**config.mk**
```make
export PLATFORM = sky130hd
export DESIGN_NAME = pedd_match
export DESIGN_NICKNAME = d
export VERILOG_FILES = /design/src/rtl/assert_macros.svh /design/src/rtl/pedd_pkg.sv /design/src/rtl/pedd_match.sv
export SDC_FILE = /design/constraint.sdc
export NUM_CORES = 2
export LEC_CHECK = 0
export BUFFER_PORTS_ARGS = -buffer_cell sky130_fd_sc_hd__buf_2
export CORE_AREA = 10 10 625 474
export DETAILED_ROUTE_END_ITERATION = 10
export DIE_AREA = 0 0 635 484
export PLACE_DENSITY = 0.39
export SLEW_MARGIN = 0
export SYNTH_ARGS = -nofsm -noshare
export SYNTH_HDL_FRONTEND = slang
export SYNTH_SLANG_ARGS = --single-unit
```
**constraint.sdc**
```tcl
create_clock -name clk -period 24.1 [get_ports clk]
set_input_delay 4.82 -clock clk [delete_from_list [all_inputs] [get_ports clk]]
set_output_delay 4.82 -clock clk [all_outputs]
set_load 0.1 [all_outputs]
```
**src/rtl/assert_macros.svh**
```systemverilog
// ----------------------------------------------------------------------------
// assertion macros
// shared concurrent assertion forms, clocked on clk, disabled in reset
// ----------------------------------------------------------------------------
`ifndef ASSERT_MACROS_SVH
`define ASSERT_MACROS_SVH

// plain property check
`define PEDD_ASSERT(label, prop, msg) \
  label: assert property (@(posedge clk) disable iff (!rst_n) prop) \
    else $error(msg);

// condition in one cycle implies a consequence in the next
`define PEDD_ASSERT_NEXT(label, ante, cons, msg) \
  label: assert property (@(posedge clk) disable iff (!rst_n) (ante) |=> (cons)) \
    else $error(msg);

`endif

```
**src/rtl/pedd_pkg.sv**
```systemverilog
// ----------------------------------------------------------------------------
// pedd_pkg
// types, constants and arithmetic helpers of the palette dither block
// ----------------------------------------------------------------------------
package pedd_pkg;

  localparam int MAX_WIDTH_DEF    = 1024;
  localparam int PALETTE_SIZE_DEF = 6;

  localparam int CFG_INDEX_W = 3;
  localparam int CFG_DATA_W  = 24;
  localparam int IMG_WIDTH_W = 11;
  localparam int CFG_PAL_COUNT = 6;

  localparam logic [IMG_WIDTH_W-1:0] IMG_WIDTH_RESET = 11'd64;

  // register indexes
  localparam logic [CFG_INDEX_W-1:0] REG_IMAGE_WIDTH = 3'd0;
  localparam logic [CFG_INDEX_W-1:0] REG_PALETTE_0   = 3'd1;

  localparam logic [CFG_DATA_W-1:0] PAL_RESET [CFG_PAL_COUNT] = '{
    24'd1950304, 24'd8421631, 24'd11617456,
    24'd12897420, 24'd12884670, 24'd14511605
  };

  // diffusion weights over 16
  localparam logic [3:0] WGT_LEFT     = 4'd7;
  localparam logic [3:0] WGT_UP_LEFT  = 4'd1;
  localparam logic [3:0] WGT_UP       = 4'd5;
  localparam logic [3:0] WGT_UP_RIGHT = 4'd3;

  typedef logic [7:0]        pix_t;
  typedef logic signed [8:0] err_t;
  typedef logic [26:0]       err3_t;

  localparam pix_t PIX_MAX = 8'd255;

  // pixel after the row-above terms, on its way to the match stage
  typedef struct packed {
    pix_t [2:0] x;
    logic       col_nz;
    logic       row_last;
  } upix_t;

  typedef struct packed {
    logic [2:0] color_index;
    pix_t [2:0] chan;
    logic       row_end;
  } res_t;

  // line store write request
  typedef struct packed {
    logic  we;
    err3_t data;
  } wr_t;

  function automatic err_t err_field(input err3_t e, input int ch);
    err_field = $signed(e[9*ch +: 9]);
  endfunction

  // x + (wgt * e) / 16, truncated toward zero, clamped to 0..255
  function automatic pix_t add_term(input pix_t x, input logic [3:0] wgt, input err_t e);
    logic signed [13:0] prod;
    logic signed [13:0] adj;
    logic signed [10:0] s;
    prod = $signed({1'b0, wgt}) * e;
    adj  = prod[13] ? prod + 14'sd15 : prod;
    s    = $signed({3'b000, x}) + 11'(adj >>> 4);
    if (s < 11'sd0) begin
      add_term = '0;
    end else if (s > $signed({3'b000, PIX_MAX})) begin
      add_term = PIX_MAX;
    end else begin
      add_term = s[7:0];
    end
  endfunction

endpackage

```
**src/rtl/pedd_match.sv**
```systemverilog
// ----------------------------------------------------------------------------
// pedd_match
// left-error term, palette distance search and quantization error
// ----------------------------------------------------------------------------
module pedd_match import pedd_pkg::*; #(
  parameter int MAX_WIDTH    = MAX_WIDTH_DEF,
  parameter int PALETTE_SIZE = PALETTE_SIZE_DEF,
  localparam int CW          = $clog2(MAX_WIDTH)
) (
  input  logic          clk,
  input  logic          rst_n,
  input  logic          u_valid,
  input  upix_t         u_pix,
  input  logic [CW-1:0] u_col,
  output logic          u_take,
  input  logic [CFG_DATA_W-1:0] palette [PALETTE_SIZE],
  output logic          l_busy,
  input  logic          res_ready,
  output logic          res_valid,
  output res_t          res,
  output wr_t           wr,
  output logic [CW-1:0] wr_addr
);

  localparam int IW = $clog2(PALETTE_SIZE);

  logic                l_v_r;
  pix_t [2:0]          l_x_r;
  logic [2:0][15:0]    l_sq_r [PALETTE_SIZE];
  logic [CW-1:0]       l_col_r;
  logic                l_last_r;
  err3_t               left_err_r;

  pix_t [2:0]          xl_c;
  logic [2:0][15:0]    sq_c [PALETTE_SIZE];
  logic [IW-1:0]       best_c;
  logic [CFG_DATA_W-1:0] pal_best;
  err3_t               err_c;
  logic                d_fire;

  assign u_take = u_valid && !l_v_r;
  assign l_busy = l_v_r;
  assign d_fire = l_v_r && res_ready;

  // left term and squared channel distances
  always_comb begin
    logic signed [8:0]  dif;
    logic signed [17:0] prod;
    for (int ch = 0; ch < 3; ch++) begin
      xl_c[ch] = u_pix.col_nz ?
                 add_term(u_pix.x[ch], WGT_LEFT, err_field(left_err_r, ch)) : u_pix.x[ch];
    end
    for (int k = 0; k < PALETTE_SIZE; k++) begin
      for (int ch = 0; ch < 3; ch++) begin
        dif  = $signed({1'b0, xl_c[ch]} - {1'b0, palette[k][8*ch +: 8]});
        prod = dif * dif;
        sq_c[k][ch] = prod[15:0];
      end
    end
  end

  // nearest entry, lower index wins a tie
  always_comb begin
    logic [17:0] dsum;
    logic [17:0] best_d;
    best_c = '0;
    best_d = '0;
    for (int k = 0; k < PALETTE_SIZE; k++) begin
      dsum = 18'(l_sq_r[k][0]) + 18'(l_sq_r[k][1]) + 18'(l_sq_r[k][2]);
      if (k == 0 || dsum < best_d) begin
        best_d = dsum;
        best_c = IW'(k);
      end
    end
  end

  assign pal_best = palette[best_c];

  always_comb begin
    for (int ch = 0; ch < 3; ch++) begin
      err_c[9*ch +: 9] = {1'b0, l_x_r[ch]} - {1'b0, pal_best[8*ch +: 8]};
    end
  end

  always_comb begin
    res.color_index = 3'(best_c);
    for (int ch = 0; ch < 3; ch++) begin
      res.chan[ch] = pal_best[8*ch +: 8];
    end
    res.row_end = l_last_r;
  end

  assign res_valid = d_fire;

  // one write port: left neighbor goes back on entry, own error on row end
  always_comb begin
    if (u_take) begin
      wr.we   = u_pix.col_nz;
      wr.data = left_err_r;
      wr_addr = u_col - 1'b1;
    end else begin
      wr.we   = d_fire && l_last_r;
      wr.data = err_c;
      wr_addr = l_col_r;
    end
  end

  always_ff @(posedge clk) begin
    if (!rst_n) begin
      l_v_r      <= 1'b0;
      left_err_r <= '0;
    end else begin
      if (u_take) begin
        l_v_r <= 1'b1;
      end else if (d_fire) begin
        l_v_r <= 1'b0;
      end
      if (d_fire) begin
        left_err_r <= err_c;
      end
    end
  end

  always_ff @(posedge clk) begin
    if (u_take) begin
      l_x_r    <= xl_c;
      l_sq_r   <= sq_c;
      l_col_r  <= u_col;
      l_last_r <= u_pix.row_last;
    end
  end

endmodule

```
* Word level (Yosys, flattened, before mapping)
Index checks and enable logic that the tools add are counted.
** Storage, ports and cells
- Flip-flop bits (word level) :: 351
- Output and inout bits :: 69
** Cells by class
- $add $sub $neg :: 40
- $mul :: 21
- Order comparisons :: 12
- Multiplexer cells :: 28
- Bitwise gates (word level) :: 1
- Reduce and logical (&&, ||, !) cells :: 5
** Operators by type and width (count)
- multiplier 9 x 9 -> 16 bit :: 18
- subtractor 8 x 8 -> 9 bit :: 21
- adder 17 x 16 -> 18 bit :: 6
- adder 16 x 16 -> 17 bit :: 6
- < comparator 18 bit :: 5
- binary-select mux 24 bit (select 3 bit) :: 1
- two-way mux 18 bit :: 4
- two-way mux 8 bit :: 9
- two-way mux 24 bit :: 2
- adder 13 x 5 -> 14 bit (second input constant) :: 3
- two-way mux 14 bit :: 3
- multiplier 4 x 9 -> 13 bit (first input constant) :: 3
- adder 9 x 10 -> 11 bit :: 3
- > comparator 11 x 9 -> 1 bit (second input constant) :: 3
- < comparator 11 x 1 -> 1 bit (second input constant) :: 3
- two-way mux 28 bit :: 1
- two-way mux 3 bit :: 4
- two-way mux 10 bit :: 1
- subtractor 10 x 1 -> 10 bit (second input constant) :: 1
- >= comparator 4 bit (second input constant) :: 1
- NOT 3 -> 4 bit :: 1
- logical AND 1 bit :: 3
- two-way mux 1 bit :: 3
- nonzero test 2 bit :: 1
- zero test 1 bit :: 1

* Longest topological paths before layout
- Depth after elaboration :: 18
- Gate-level depth with buffers :: 94
- Depth with buffers taken out :: 88

* Worst setup path before layout
No wires, ideal clock.
- Path kind :: register to output
- From :: reg l_sq_r[196] (netlist bit)
- To :: out wr[25] (netlist bit)
- Arrival :: 20323 ps
- Required time :: 19280 ps
- Path slack :: -1043 ps
- Cell stages (with the launch flop) :: 86
- Buffers on the path :: 8
- Cells stage by stage :: edfxtp_1 -> fa_1 -> ha_1 -> o21a_1 -> o31a_1 -> o21a_1 -> nor2_1 -> o21bai_1 -> a21oi_1 -> xnor2_1 -> ha_1 -> a21o_1 -> a21oi_1 -> o211ai_1 -> o311ai_4 -> nand3b_1 -> a211oi_2 -> buf_4 -> [50 not listed] -> nand2b_1 -> a221o_1 -> a21o_1 -> a211o_1 -> o22ai_2 -> buf_2 -> a211oi_1 -> o21ai_1 -> ha_1 -> inv_1 -> a21o_1 -> a21o_1 -> a21oi_1 -> o21bai_1 -> a21o_1 -> a21oi_1 -> xor2_1 -> o21ai_0
** RTL lines
- start: declaration :: RTL line pedd_match.sv:29 : logic [2:0][15:0] l_sq_r [PALETTE_SIZE];
- start signal: assignment :: RTL line pedd_match.sv:127 : l_sq_r <= sq_c;
- end: declaration :: RTL line pedd_match.sv:21 : output wr_t wr,

==> impl_metrics.yaml <==
hold_path:
  worstHoldStart: "left_err_r[10]"
  hp-class: "reg2reg"
cts:
  cts_hold_buf: 0
  cts_tree: "yes"
  clk_latency_ps: 630
  clock_sinks: 333
  h-tree-depth: 2
  cts_root_buffer: "clkbuf_16"
  clk_path_buf_depth: 3
  cts_buffers: 44
  clk_pin_slew_ps: 60
synthesis:
  yosysMostFrequentCell: "inv_1"
  synthSimpleGateAreaFrac_pct: 8.01
  ys_warn_count: 0
  synth_common_cells: "inv_1 (1797), fa_1 (1082), ha_1 (1021)"
  ys_types: 85
  yosysTopAreaCell: "fa_1"
  ys_seq_area_share_pct: 13.8
  synth_edf_count: 305
  ys_async_sr_fraction_pct: 0
  synth_seq_cells: 333
  synthMuxAreaShare_pct: 0.787
  synth_top_family_by_area: "adder cells"
  syn_area_per_cell_sq_um: 9.34
  synth_top_area_share_pct: 30.7
  synth-xor-area-share_pct: 7.80
  synth_compound_area_share_pct: 10.6
  synth_area_sq_mm: 0.0706
  synthTopCellsByArea: "fa_1 (31%), ha_1 (18%), edfxtp_1 (13%)"
  postSynthCellCount: 7557
  synthAdderAreaFrac_pct: 48.8
  ys.flop_type: "edfxtp_1"
global_route:
  grt_max_degree: 72
  antenna_found_initial: 50
  grt_pass1_wl_mm: 363
  grt_usage_pct: 15.9
  grt_pass1_vias: 52375
  grt_overflow: 0
placed_design:
  numPortBuffers: 252
  gp_congestion: 0.913
  dp_hpwl_mm: 219
  pre_cts_ws_ps: 567
sta:
  clock_skew_ps: 38.7
  setup_viol: 0
  min_period_ps: 23090
  slew_headroom_pct: 1.19
  slew_violations: 0
  setup_ws_ps: 1010
  fmax_mhz: 43.3
  final_hold_viol_count: 0
  fin_crit_sh_pct: 95.8
  worstMarginPinSlew_ps: 1470
worst_setup_path:
  start_kind: "flop"
  critical_path.max_stage_delay_ps: 530
  slowest_stage: "fa_1"
  critPathMaxFanout: 10
  path_class: "reg2out"
  r2r_start: "l_sq_r[196]"
  cp.required_ps: 19280
  crit_start: "l_sq_r[196]"
  arrival_ps: 18270
  end_kind: "primary output"
  crit_top_cell: "a21o_1"
floorplanning:
  die_h_um: 484
  die_x_um: 635
  rows: 170
  fp.coreArea_sq_mm: 0.284
  start_util_pct: 24.8
  die_area_sq_mm: 0.307
  pin_count: 253
drt:
  num_vias: 50726
  drc: 0
  vias_per_cell: 4.32
  wl_per_cell_um: 21.1
  first_pass_iters: 5
  route.final.wire_length_mm: 247
  drtAntennaViolNets: 0
  drt_iter0_markers: 3031
cells_and_area:
  synthToLayoutAreaGrowth_pct: 12.1
  final_nets: 10163
  fillers: 30512
  drive_above_1_share_pct: 6.56
flow_run:
  cap_violations: 1
status:
  outcome: "complete, but fails checks"
  violations: "capacitance limit"
cell type report:
cell class	instances	area, sq um	area share (%)
diodes	39	97.6	0.123
clock buffers	54	1200	1.52
clock inverters	23	179	0.226
inverters	1832	6880	8.70
multi-input cells	5322	54000	68.2
flip-flops and latches	333	9720	12.3
well taps	3784	4730	5.98
repair buffers	343	2350	2.97
final timing paths:
kind / endpoint / slack (ps) / cells after the start
setup / recovery: wr[8] / 1010 / 82
hold reg to reg: left_err_r[10] / 510 / 2
setup reg to reg: left_err_r[16] / 6470 / 81
hold / removal: left_err_r[10] / 510 / 2
kinds of logic after synthesis:
| family | after synthesis |
|---|---|
| other | 2 |
| DFF | 333 |
| adders and majority gates | 2103 |
| and+or+nand+nor | 1351 |
| muxes | 51 |
| xor gates and xnor gates | 629 |
| AOI/OAI and AO/OA | 1170 |
| buffers and inverters | 1918 |
cell usage in the layout (no fill, tap or decap), types with 13 or more instances in the layout:
master     instances
xor2_1           145
mux2i_1           32
a21oi_1          438
clkbuf_16         46
o21bai_1         206
nand4_1           13
o211ai_1          29
nand2b_1          65
nor2b_1           28
buf_2            227
inv_1           1797
a221o_1           16
buf_4             87
buf_12            26
fa_1            1082
ha_1            1021
a21boi_0          29
o21a_1            25
dfxtp_1           28
a21o_1           151
nand3_1           16
conb_1            18
mux2_2            16
nand2_1          449
clkinv_1          29
nor2_1           667
o21ai_0          126
edfxtp_1         305
o21ai_1           20
xnor2_1          482
diode_2           39
inv_2             14
and2_1            36
nor3_1            26
a31oi_1           21
critical path: cells and delay by family, from the launching register on:
family	cells	cell delay (ps)
compound gates	46	9770
xor+xnor	1	180
fa+ha+maj	9	3090
simple gates	16	2500
flops	1	390
mux	3	630
buf+inv	7	1050
per-layer routing:
layer | track usage (%) | wire [um] | vias up | part of all wire (%)
met3 | 1.76 | 10500 | 197 | 4.3
li1 | - | - | 24414 | -
met5 | 0 | 0 | - | 0
met4 | 4.54 | 8980 | 0 | 3.6
met1 | 22.8 | 118000 | 25188 | 48
met2 | 25.0 | 109000 | 927 | 44
through the flow:
stage / util [%] / cells / hold WS, ps / instance area (sq um) / TNS, ps
after detailed placement: 27.2 / 11596 / 507 / 77400 / 0
final: 27.9 / 11730 / 514 / 79200 / 0
after CTS: 27.7 / 11676 / 515 / 78800 / 0
after floorplan: - / 7573 / 477 / 70700 / 0
after global placement: 27.2 / 11596 / 503 / 77400 / 0
after global routing: 27.9 / 11722 / 547 / 79100 / -118
registers in the layout (all words and copies together), names as in the netlist:
name and count:
left_err_r 27, l_x_r 24, l_sq_r 270, l_last_r 1
l_col_r 10, l_busy 1
repair_timing:
action | 4_1_cts | 5_1_grt
gates resized for setup | 2 | 21
endpoints found under the setup margin | 7 | 39
pin swaps | 1 | 5
buffers inserted | 3 | 15
Power is not shown: default switching activity piles up to over one toggle a cycle in this logic, so the estimate is an artifact.
